File: src/rtl/ibu_pkg.sv
// Shared types, constants and helper functions for the interleaved bit unpacker.
// No dependencies; every other rtl file refers to it by scoped names.
package ibu_pkg;

  localparam int ElemBits    = 32;
  localparam int BlockValues = 1024;
  localparam int Lanes       = BlockValues / ElemBits;
  localparam int LaneW       = $clog2(Lanes);
  localparam int RowW        = $clog2(ElemBits);
  localparam int WidthW      = 6;
  localparam int IndexW      = 10;
  localparam int BitPosW     = $clog2(ElemBits * ElemBits);

  typedef logic [ElemBits-1:0] word_t;
  typedef logic [WidthW-1:0]   width_t;
  typedef logic [LaneW-1:0]    lane_t;
  typedef logic [RowW-1:0]     row_t;
  typedef logic [ElemBits-1:0] row_mask_t;

  // One accepted word together with what the emitter needs to split it
  typedef struct packed {
    word_t     cur;
    word_t     prev;
    row_t      word_idx;
    lane_t     lane;
    width_t    width;
    row_mask_t mask;
  } item_t;

  // Emitter progress as seen by the ingest side
  typedef struct packed {
    logic adv;
    logic last;
  } emit_ctl_t;

  // Clamp a written width into 1..ElemBits
  function automatic width_t eff_width(input width_t raw);
    width_t w;
    w = raw;
    if (raw == '0) w = width_t'(1);
    else if (raw > width_t'(ElemBits)) w = width_t'(ElemBits);
    return w;
  endfunction

  // Rows whose last bit falls in container word k of the lane stream
  function automatic row_mask_t rows_ending_in(input width_t w, input row_t k);
    row_mask_t            m;
    logic [BitPosW-1:0]   end_bit;
    for (int r = 0; r < ElemBits; r++) begin
      end_bit = BitPosW'((r + 1) * w - 1);
      m[r]    = (end_bit[BitPosW-1:RowW] == k);
    end
    return m;
  endfunction

  function automatic word_t value_mask(input width_t w);
    word_t m;
    for (int b = 0; b < ElemBits; b++) begin
      m[b] = (width_t'(b) < w);
    end
    return m;
  endfunction

endpackage

File: src/rtl/ibu_ingest.sv
// Input side: width register, word and lane counters, previous-word memory
// and the item register feeding the emitter. Depends on ibu_pkg.
module ibu_ingest (
  input  logic                clk,
  input  logic                rst_n,
  input  logic                in_valid,
  input  ibu_pkg::word_t      in_word,
  input  logic                cfg_we,
  input  ibu_pkg::width_t     cfg_wdata,
  input  ibu_pkg::emit_ctl_t  ctl,
  output logic                in_stall,
  output logic                item_valid,
  output ibu_pkg::item_t      item
);

  ibu_pkg::width_t width_r;
  ibu_pkg::row_t   word_cnt_r, word_cnt_nxt;
  ibu_pkg::lane_t  lane_cnt_r, lane_cnt_nxt;
  logic            item_valid_r, item_valid_nxt;
  ibu_pkg::item_t  item_r;
  ibu_pkg::word_t  prev_mem [ibu_pkg::Lanes];
  logic            accept;
  logic            lane_wrap;
  logic [ibu_pkg::RowW:0] word_inc;

  // A new word may enter when the item register is empty or drains this cycle
  assign in_stall = item_valid_r && !(ctl.adv && ctl.last);
  assign accept   = in_valid && !in_stall;

  assign lane_wrap = (lane_cnt_r == ibu_pkg::lane_t'(ibu_pkg::Lanes - 1));
  assign word_inc  = {1'b0, word_cnt_r} + 1'b1;

  always_comb begin
    lane_cnt_nxt = lane_cnt_r;
    word_cnt_nxt = word_cnt_r;
    if (accept) begin
      lane_cnt_nxt = lane_wrap ? '0 : lane_cnt_r + 1'b1;
      if (lane_wrap) begin
        word_cnt_nxt = (word_inc >= width_r) ? '0 : word_inc[ibu_pkg::RowW-1:0];
      end
    end
    item_valid_nxt = item_valid_r;
    if (accept) item_valid_nxt = 1'b1;
    else if (ctl.adv && ctl.last) item_valid_nxt = 1'b0;
  end

  always_ff @(posedge clk) begin
    if (!rst_n) begin
      width_r      <= ibu_pkg::width_t'(ibu_pkg::ElemBits);
      word_cnt_r   <= '0;
      lane_cnt_r   <= '0;
      item_valid_r <= 1'b0;
    end else if (cfg_we) begin
      // restart the block on a width change
      width_r      <= ibu_pkg::eff_width(cfg_wdata);
      word_cnt_r   <= '0;
      lane_cnt_r   <= '0;
      item_valid_r <= item_valid_nxt;
    end else begin
      word_cnt_r   <= word_cnt_nxt;
      lane_cnt_r   <= lane_cnt_nxt;
      item_valid_r <= item_valid_nxt;
    end
  end

  // Read the lane's stored word and overwrite it on the same edge
  always_ff @(posedge clk) begin
    if (accept) begin
      prev_mem[lane_cnt_r] <= in_word;
      item_r.prev          <= prev_mem[lane_cnt_r];
      item_r.cur           <= in_word;
      item_r.word_idx      <= word_cnt_r;
      item_r.lane          <= lane_cnt_r;
      item_r.width         <= width_r;
      item_r.mask          <= ibu_pkg::rows_ending_in(width_r, word_cnt_r);
    end
  end

  assign item_valid = item_valid_r;
  assign item       = item_r;

endmodule

File: src/rtl/ibu_emit.sv
// Emitter: walks the rows of the held word lowest first, extracts each value
// and drives the output register. Depends on ibu_pkg.
module ibu_emit (
  input  logic                       clk,
  input  logic                       rst_n,
  input  logic                       item_valid,
  input  ibu_pkg::item_t             item,
  input  logic                       out_stall,
  output ibu_pkg::emit_ctl_t         ctl,
  output logic                       out_valid,
  output ibu_pkg::word_t             out_value,
  output logic [ibu_pkg::IndexW-1:0] out_index,
  output logic                       out_last,
  output logic                       out_done
);

  ibu_pkg::row_mask_t sent_r, sent_nxt;
  ibu_pkg::row_mask_t pending, low_bit;
  ibu_pkg::row_t      row;
  logic               can_adv, is_last;
  logic [ibu_pkg::BitPosW-1:0] start_bit;
  logic [ibu_pkg::RowW-1:0]    shift_lo;
  logic [ibu_pkg::RowW:0]      shamt;
  logic [2*ibu_pkg::ElemBits-1:0] pair, shifted;
  ibu_pkg::word_t     value;
  logic               out_valid_r, out_valid_nxt;
  ibu_pkg::word_t     out_value_r;
  logic [ibu_pkg::IndexW-1:0] out_index_r;
  logic               out_last_r, out_done_r;

  assign pending = item.mask & ~sent_r;
  assign low_bit = pending & (~pending + 1'b1);
  assign is_last = ((pending & ~low_bit) == '0);

  always_comb begin
    row = '0;
    for (int r = 0; r < ibu_pkg::ElemBits; r++) begin
      if (low_bit[r]) row = ibu_pkg::row_t'(r);
    end
  end

  // Value start within the lane stream; a value that begins in an earlier
  // word takes its low bits from the stored previous word
  assign start_bit = ibu_pkg::BitPosW'(row) * ibu_pkg::BitPosW'(item.width);
  assign shift_lo  = start_bit[ibu_pkg::RowW-1:0];
  assign shamt     = (start_bit[ibu_pkg::BitPosW-1:ibu_pkg::RowW] == item.word_idx) ?
                     {1'b1, shift_lo} : {1'b0, shift_lo};
  assign pair      = {item.cur, item.prev};
  assign shifted   = pair >> shamt;
  assign value     = shifted[ibu_pkg::ElemBits-1:0] & ibu_pkg::value_mask(item.width);

  assign can_adv = item_valid && (!out_valid_r || !out_stall);
  assign ctl     = '{adv: can_adv, last: is_last};

  always_comb begin
    sent_nxt = sent_r;
    if (can_adv) sent_nxt = is_last ? '0 : (sent_r | low_bit);
    out_valid_nxt = out_valid_r && out_stall;
    if (can_adv) out_valid_nxt = 1'b1;
  end

  always_ff @(posedge clk) begin
    if (!rst_n) begin
      sent_r      <= '0;
      out_valid_r <= 1'b0;
    end else begin
      sent_r      <= sent_nxt;
      out_valid_r <= out_valid_nxt;
    end
  end

  always_ff @(posedge clk) begin
    if (can_adv) begin
      out_value_r <= value;
      out_index_r <= ibu_pkg::IndexW'({row, item.lane});
      out_last_r  <= is_last;
      out_done_r  <= (row == ibu_pkg::row_t'(ibu_pkg::ElemBits - 1)) &&
                     (item.lane == ibu_pkg::lane_t'(ibu_pkg::Lanes - 1));
    end
  end

  assign out_valid = out_valid_r;
  assign out_value = out_value_r;
  assign out_index = out_index_r;
  assign out_last  = out_last_r;
  assign out_done  = out_done_r;

endmodule

File: src/rtl/interleaved_bit_unpacker_core.sv
// Top level of the interleaved bit unpacker: ingest stage plus emitter.
// Depends on ibu_pkg, ibu_ingest and ibu_emit.
//
//   channel  direction  handshake            payload
//   in_      input      in_valid / in_stall   in_packed_word
//   out_     output     out_valid / out_stall out_value, out_out_index,
//                                             out_last_of_run, out_block_done
//   cfg_     input      cfg_we                cfg_wdata (packed width)
//
// Each word yields 1 to 32 values (32/w rounded down or up, 32 at width 1),
// one per cycle while out_stall is low. The next word is taken in the cycle
// its predecessor's last value moves into the output register, so there are
// no gaps. Reset is synchronous and clears the counters and valids; the
// previous-word memory is not cleared. out_stall holds the output register and
// the emitter; the input stays stalled until the held word's last value has
// moved to the output.
module interleaved_bit_unpacker_core (
  input  logic                       clk,
  input  logic                       rst_n,
  input  logic                       in_valid,
  output logic                       in_stall,
  input  ibu_pkg::word_t             in_packed_word,
  output logic                       out_valid,
  input  logic                       out_stall,
  output ibu_pkg::word_t             out_value,
  output logic [ibu_pkg::IndexW-1:0] out_out_index,
  output logic                       out_last_of_run,
  output logic                       out_block_done,
  input  logic                       cfg_we,
  input  ibu_pkg::width_t            cfg_wdata
);

  ibu_pkg::emit_ctl_t ctl;
  ibu_pkg::item_t     item;
  logic               item_valid;

  ibu_ingest u_ingest (
    .clk        (clk),
    .rst_n      (rst_n),
    .in_valid   (in_valid),
    .in_word    (in_packed_word),
    .cfg_we     (cfg_we),
    .cfg_wdata  (cfg_wdata),
    .ctl        (ctl),
    .in_stall   (in_stall),
    .item_valid (item_valid),
    .item       (item)
  );

  ibu_emit u_emit (
    .clk        (clk),
    .rst_n      (rst_n),
    .item_valid (item_valid),
    .item       (item),
    .out_stall  (out_stall),
    .ctl        (ctl),
    .out_valid  (out_valid),
    .out_value  (out_value),
    .out_index  (out_out_index),
    .out_last   (out_last_of_run),
    .out_done   (out_block_done)
  );

  // Last row of the last lane always closes its word
  a_done_is_last: assert property (@(posedge clk) disable iff (!rst_n)
    out_valid && out_block_done |-> out_last_of_run)
    else $error("block_done without last_of_run");

  // Rows of one word follow without a gap
  a_run_no_gap: assert property (@(posedge clk) disable iff (!rst_n)
    out_valid && !out_stall && !out_last_of_run |=> out_valid)
    else $error("gap inside a run");

  // A run stays in one lane
  a_run_lane: assert property (@(posedge clk) disable iff (!rst_n)
    out_valid && !out_stall && !out_last_of_run |=>
      out_out_index[ibu_pkg::LaneW-1:0] == $past(out_out_index[ibu_pkg::LaneW-1:0]))
    else $error("lane changed inside a run");

endmodule

File: config.mk
export PLATFORM = sky130hd
export DESIGN_NAME = interleaved_bit_unpacker_core
export DESIGN_NICKNAME = d
export VERILOG_FILES = /design/src/rtl/ibu_pkg.sv /design/src/rtl/ibu_ingest.sv /design/src/rtl/ibu_emit.sv /design/src/rtl/interleaved_bit_unpacker_core.sv
export SDC_FILE = /design/constraint.sdc
export NUM_CORES = 2
export LEC_CHECK = 0
export BUFFER_PORTS_ARGS = -buffer_cell sky130_fd_sc_hd__buf_2
export CAP_MARGIN = 20
export CORE_MARGIN = 5
export CORE_UTILIZATION = 26
export CTS_BUF_LIST = sky130_fd_sc_hd__clkbuf_8
export CTS_CLUSTER_SIZE = 16
export DETAILED_ROUTE_END_ITERATION = 8
export GPL_TIMING_DRIVEN = 0
export SKIP_CTS_REPAIR_TIMING = 1
export SYNTH_ARGS = -nofsm -noshare
export SYNTH_HDL_FRONTEND = slang
export SYNTH_SLANG_ARGS = --single-unit
export TNS_END_PERCENT = 30
File: constraint.sdc
create_clock -name clk -period 8.62 [get_ports clk]
set_input_delay 0.862 -clock clk [delete_from_list [all_inputs] [get_ports clk]]
set_output_delay 0.862 -clock clk [all_outputs]
set_load 0.1 [all_outputs]
* Yosys cells after proc, flatten, opt, wreduce, memory -nomap -nowiden
Memories as Yosys holds them, arrays and structs flattened. A register that Yosys moved wholly into a read port is not among the register bits. Index checks and enable logic that the tools add are counted.
Storage, ports and cells: input bits 43, memories kept 1, word-level logic and storage cells 216, memory bits (writable) 1024, output and inout port bits 46, bits in registers 174
Operators by class: add/subtract/negate cells 35, mux-type cells 42, shift-type cells 1, $mul 27, reductions and logical operators 16, $lt $le $gt $ge 34, bitwise gates (word level) 9, equality and inequality tests 36
Memory list:
- u_ingest.prev_mem | depth 32, width 32, read ports 1, clocked after memory_dff 1, wr ports 1, line ibu_ingest.sv:21 | ibu_pkg::word_t prev_mem [ibu_pkg::Lanes];
Operator list (count):
- $sub A10 B1 Y10 const B | 24
- $eq A5 B5 Y1 | 33
- $and A32 B32 Y32 | 4
- $lt A5 B6 Y1 const A | 16
- $not A32 Y32 | 3
- $mux W5 | 18
- $mul A5 B6 Y10 const A | 8
- $shr A64 B6 Y32 | 1
- $lt A4 B6 Y1 const A | 8
- $mul A4 B6 Y10 const A | 4
- $sub A9 B1 Y10 const B | 4
- $mul A3 B6 Y9 const A | 4
- $mul A4 B6 Y9 const A | 4
- $add A32 B1 Y32 const B | 1
- $logic_not A32 Y1 | 1
- $mux W32 | 1
- $mux W4 | 8
- $or A32 B32 Y32 | 1
- $lt A3 B6 Y1 const A | 4
- $mul A2 B6 Y8 const A | 3
- $mux W6 | 3
- $sub A8 B1 Y9 const B | 2
- $mul A3 B6 Y8 const A | 2
- $eq A5 B5 Y1 const B | 3
- other kinds (21) | 40

* Logic depth before layout (Yosys ltp)
depth after elaboration 41, mapped depth 28, depth with buffers taken out 25

* Hierarchy
Synthesis repeated with hierarchy kept, for this count alone.
Unflattened totals: cell total of the unflattened synthesis 3934, area total of the unflattened synthesis 61311.3 sq um
Modules (own cells, without submodules):
- ibu_ingest | area each 52457.8 sq um, cells each 3005, instances 1, sequential area each 34453.0 sq um
- ibu_emit | area each 8853.5 sq um, cells each 929, instances 1, sequential area each 1981.9 sq um

* Worst setup path before layout
No wires, ideal clock.
path kind register -> register, start register u_ingest.item_r (netlist bit u_ingest.item[24]), end register u_emit.out_value_r[1] (netlist: u_emit.out_value[1]), data pin, arrival 6.082 ns, clock period less this slack 6.227 ns, buffers on the path 2, library setup time 0.146 ns, stages on the path, launching flop included 23, path slack 2.393 ns, cell sequence edfxtp_1 > nor2b_1 > or4_1 > a31oi_1 > nand3_1 > a21boi_1 > nand2_1 > fa_1 > fa_1 > fa_1 > inv_1 > ha_1 > a211oi_1 > nor4_1 > o311ai_0 > nor4b_1 > mux2i_1 > and2_1 > clkbuf_1 > buf_2 > mux2i_1 > o211ai_1 > a21oi_1
On the way: longest elaborated chain between the ends 17
Ends and longest elaborated chain:
- start, declared | line ibu_ingest.sv:20 | ibu_pkg::item_t item_r;
- $and A32 B32 Y32 * | line ibu_emit.sv:31 | assign pending = item.mask & ~sent_r;
- $not A32 Y32 | line ibu_emit.sv:32 | assign low_bit = pending & (~pending + 1'b1);
- $add A32 B1 Y32 | line ibu_emit.sv:32
- $and A32 B32 Y32 * | line ibu_emit.sv:32
- $mux W5 (7 in series) | line ibu_emit.sv:38 | if (low_bit[r]) row = ibu_pkg::row_t'(r);
- $mux W5 * | line ibu_emit.sv:38
- named net u_emit.row[3] | line ibu_emit.sv:19 | ibu_pkg::row_t row;
- $mul A5 B6 Y10 * | line ibu_emit.sv:44 | assign start_bit = ibu_pkg::BitPosW'(row) * ibu_pkg::BitPosW'(item.width);
- $eq A5 B5 Y1 | line ibu_emit.sv:46 | assign shamt = (start_bit[ibu_pkg::BitPosW-1:ibu_pkg::RowW] == item.word_idx) ?
- $mux W6 * | line ibu_emit.sv:46
- $shr A64 B6 Y32 * | line ibu_emit.sv:49 | assign shifted = pair >> shamt;
- $and A32 B32 Y32 * | line ibu_emit.sv:50 | assign value = shifted[ibu_pkg::ElemBits-1:0] & ibu_pkg::value_mask(item.width);
- named net u_emit.value[1] | line ibu_emit.sv:25 | ibu_pkg::word_t value;
- end signal, assigned | line ibu_emit.sv:74 | out_value_r <= value;
- end, declared | line ibu_emit.sv:27 | ibu_pkg::word_t out_value_r;
The timed path passes the listed nets; every way through them passes the cells marked *. A chain may end at the register's enable or synchronous reset.

* Final worst setup path
start register u_ingest.item_r (netlist bit u_ingest.item[7]), end register u_emit.out_value_r[30] (netlist: u_emit.out_value[30]), data pin
On the way: longest elaborated chain between the ends 34
Ends and longest elaborated chain (line):
- $and A32 B32 Y32 * | ibu_emit.sv:31
- $not A32 Y32 | ibu_emit.sv:32
- $add A32 B1 Y32 | ibu_emit.sv:32
- $and A32 B32 Y32 * | ibu_emit.sv:32
- $mux W3 | ibu_emit.sv:38
- $mux W4 (8 in series) | ibu_emit.sv:38
- $mux W5 (15 in series) | ibu_emit.sv:38
- $mux W5 * | ibu_emit.sv:38
- named net u_emit.row[2] | ibu_emit.sv:19
- $mul A5 B6 Y10 * | ibu_emit.sv:44
- $eq A5 B5 Y1 | ibu_emit.sv:46
- $mux W6 * | ibu_emit.sv:46
- $shr A64 B6 Y32 * | ibu_emit.sv:49
- $and A32 B32 Y32 * | ibu_emit.sv:50
- named net u_emit.value[30] | ibu_emit.sv:25
Marked as above.

==> run metrics <==
status finished, final reports clean; cell with the most instances after synthesis edfxtp_1; PwrDens 200 nW/um^2; Pint 9.89 mW; CP max FO 10; # H-tree levels 4; Reg power frac 48.1%; EDFF count, synth 1,180; netlist area before placement between 60,000 and 70,000 um^2; Yosys reg bits between 1,000 and 1,500; routability congestion estimate 0.919; register area share after synthesis 60.2%; Die X-Extent 492 um; CP required 9220 ps; P&R area growth vs syn 16.1%; Switching Share 29.6%; top cell type's share of synthesized area 58.6%; top post-synthesis cells by area edfxtp_1 59%, mux4_2 12%, ha_1 4.4%, fa_1 3.2%, xnor2_1 2.4%; Largest delay share family, worst path simple AND/OR/NAND/NOR gates; switching power 4.15 mW; main combinational cell family by area after synthesis multiplexers; min Tclk post-route ~8200 ps; Worst VDD drop 0.000171 V; WS Path Type reg2reg; layout net count 4,609; Worst path slowest cell o311ai_0; top cells by count, synth 1,180 x edfxtp_1, 323 x mux4_2, 212 x ha_1; max_cap viols 0; via count 38,500; first-pass GRT wire length 282 mm; Final setup viols 0; CTS tree built; fraction of layout cells with a size suffix above 1 18.9%; max_slew headroom 15.7%; aggregate routed wire length 200 mm; ANT nets after route 0; Clock Tree Buf Depth 3; GRT overflow 0; Startpoint Class flop; Tot GR Track Use 16.0%; async set-reset flop share out of synthesis 0%; max-slew violation count 0; CP dominant cell by count nand2_1; FP Rows 177; # IOs 89; number of global-route vias before repair around 38,000; Comb pwr share 18.6%; total clock buffers created by CTS 195; total clock sinks 1,230; period utilization 95.5%; min-delay worst type in2reg; critical-path cell list or2b_2 -> nand4_2 -> nor4_4 -> buf_2 -> nand2_1 -> nor2_1 -> a221oi_1 -> nand2_1 -> nand2_1 -> fa_1 -> fa_1 -> fa_1 -> inv_1 -> ha_1 -> a211oi_1 -> nor4_1 -> o311ai_0 -> nor4b_1 -> mux2i_1 -> nand2_1 -> nor2_1 -> clkbuf_1 -> nand3_1 -> a21oi_1; Netlist cell types just over 90; Synth Area in Simple Gates 6.31%; drt pass-1 iters 6; clock transition at the registers of the reported paths around 60 ps; Worst Skew a little over 70 ps; worst slew pin tran 1270 ps; minimum hold slack 227 ps; Hold Fails Final Rpt 0; Critical Path AT 8830 ps; synthesized net count 4,239; clock share of power 33.3%; Power, Total around 14 mW; P_leak ~24 nW; Port Buffer Count 88; Setup crit end kind flop; Slowest Stage Delay on Critical Path 770 ps; Compound-Gate Fraction of Synth Area 6.83%; RSZ-0062 raised after global routing no; initial antenna violation count 31; height of the die about 500 um; vias per cell about 5.2; Initial DRC Count 5,007; Syn Area/Cell around 16 um^2; fillers 22,900; adder-cell share of the synthesized area 7.68%; DP Wirelength 141 mm; Synth Flop Type edfxtp_1; CTS root buffer clkbuf_8; DRC viols 0; Post-Syn Instances slightly below 4,000; core area 232,000 um^2; post-detailed-route wirelength per cell 26.7 um; XOR/XNOR share of the synthesized area 3.35%; FMAX ~120 MHz; largest net degree at the start of global routing 99; Die ar. 242,000 um^2; worst-skew pair later-pin latency 930 ps; Buf/Inv on CP 3; multiplexer area fraction after synthesis 13.2%; initial core utilization about a quarter; largest area contributor in the netlist edfxtp_1; Ys Warns 0
==> registers in the layout, indices dropped and copies added, names as in the netlist <==
register and flops:
u_ingest.lane_cnt_r 5, u_ingest.item_valid 1, u_ingest.width_r 6, u_emit.out_value 32
u_emit.out_valid 1, u_emit.out_done 1, u_ingest.word_cnt_r 5, u_emit.out_last 1
u_ingest.item 112, u_ingest.prev_mem 1024, u_emit.sent_r 32, u_emit.out_index 10
==> layout make-up <==
| type | count | area, um^2 | share of cell area, % |
|---|---|---|---|
| timing repair buffer | 173 | 2050 | 2.92 |
| multi-input combinational | 2291 | 22900 | 32.6 |
| sequential | 1230 | 36400 | 51.9 |
| tap | 3043 | 3810 | 5.42 |
| clock inverter | 154 | 872 | 1.24 |
| clock buffer | 198 | 2730 | 3.88 |
| buffer | 191 | 786 | 1.12 |
| antenna | 10 | 25.0 | 0.0356 |
| inverter | 174 | 653 | 0.930 |
==> cells in the final DEF, fill, tap and decap left out, types with 13 or more instances in the layout <==
cell / instances
clkbuf_1: 141
o21ai_0: 102
mux2i_1: 62
nor3_1: 75
nand2b_1: 50
clkbuf_8: 198
ha_1: 212
buf_8: 32
xnor2_1: 168
a22oi_1: 145
buf_2: 98
nor4_1: 20
mux4_2: 323
dfxtp_1: 45
o22ai_1: 14
buf_12: 33
xor2_1: 62
nand2_1: 169
nor2_1: 125
a31oi_1: 49
nor2b_1: 54
clkinv_2: 13
nand3_1: 48
inv_1: 238
nor2_4: 32
a21oi_1: 154
and2_1: 24
a21o_1: 40
buf_16: 16
fa_1: 98
edfxtp_1: 1180
or3_1: 14
nand4_1: 42
o211ai_1: 13
buf_1: 31
clkinv_1: 55
==> path summary, 6_finish.rpt <==
path	from	to	slack, ps	depth (start not counted)
max reg2reg	u_ingest.item[7]	u_emit.out_value[30]	390	24
min reg2reg	u_ingest.lane_cnt_r[2]	u_ingest.item[40]	430	0
min	out_stall	u_emit.out_valid	230	3
max	u_ingest.item[7]	u_emit.out_value[30]	390	24
==> logic make-up (layout without fill, tap and decap cells) <==
family / Yosys count / count (layout)
AND/OR/NAND/NOR: 727 / 727
buffers and inverters: 365 / 890
AO/OA/AOI/OAI: 627 / 627
adder cells (fa/ha/maj): 313 / 313
other: 0 / 10
XOR/XNOR: 231 / 231
multiplexers: 393 / 393
flip-flops: 1230 / 1230
==> power groups by stage <==
stage	registers (mW)	logic, mW	clock network [mW]
floorplan	7.08	1.52	0
global placement	6.89	2.51	0
detailed placement	6.88	2.55	0
CTS	6.76	2.57	4.75
global route	6.76	2.79	5.04
finish	6.76	2.61	4.68
==> routing by layer <==
metal	wire length, um	GRT usage [%]
met1	80500	21.5
met5	159	0
met2	92400	25.4
met3	19400	3.67
met4	7200	5.72
==> stage by stage <==
step / worst slack, ps / instances / util [%] / instance area [um^2] / TNS [ps]
floorplan: 2390 / 3886 / - / 60500 / 0
global placement: -1110 / 7017 / 27.9 / 64700 / -567730
detailed placement: 582 / 7094 / 28.6 / 66500 / 0
CTS: 500 / 7446 / 30.2 / 70100 / 0
global route: 55.1 / 7458 / 30.3 / 70200 / 0
finish: 392 / 7464 / 30.3 / 70200 / 0
==> worst min-delay path: stages <==
cell and delay (ps):
buf_2 90, a21oi_1 50, nor2b_1 90
Power figures use the tool's default switching activity.
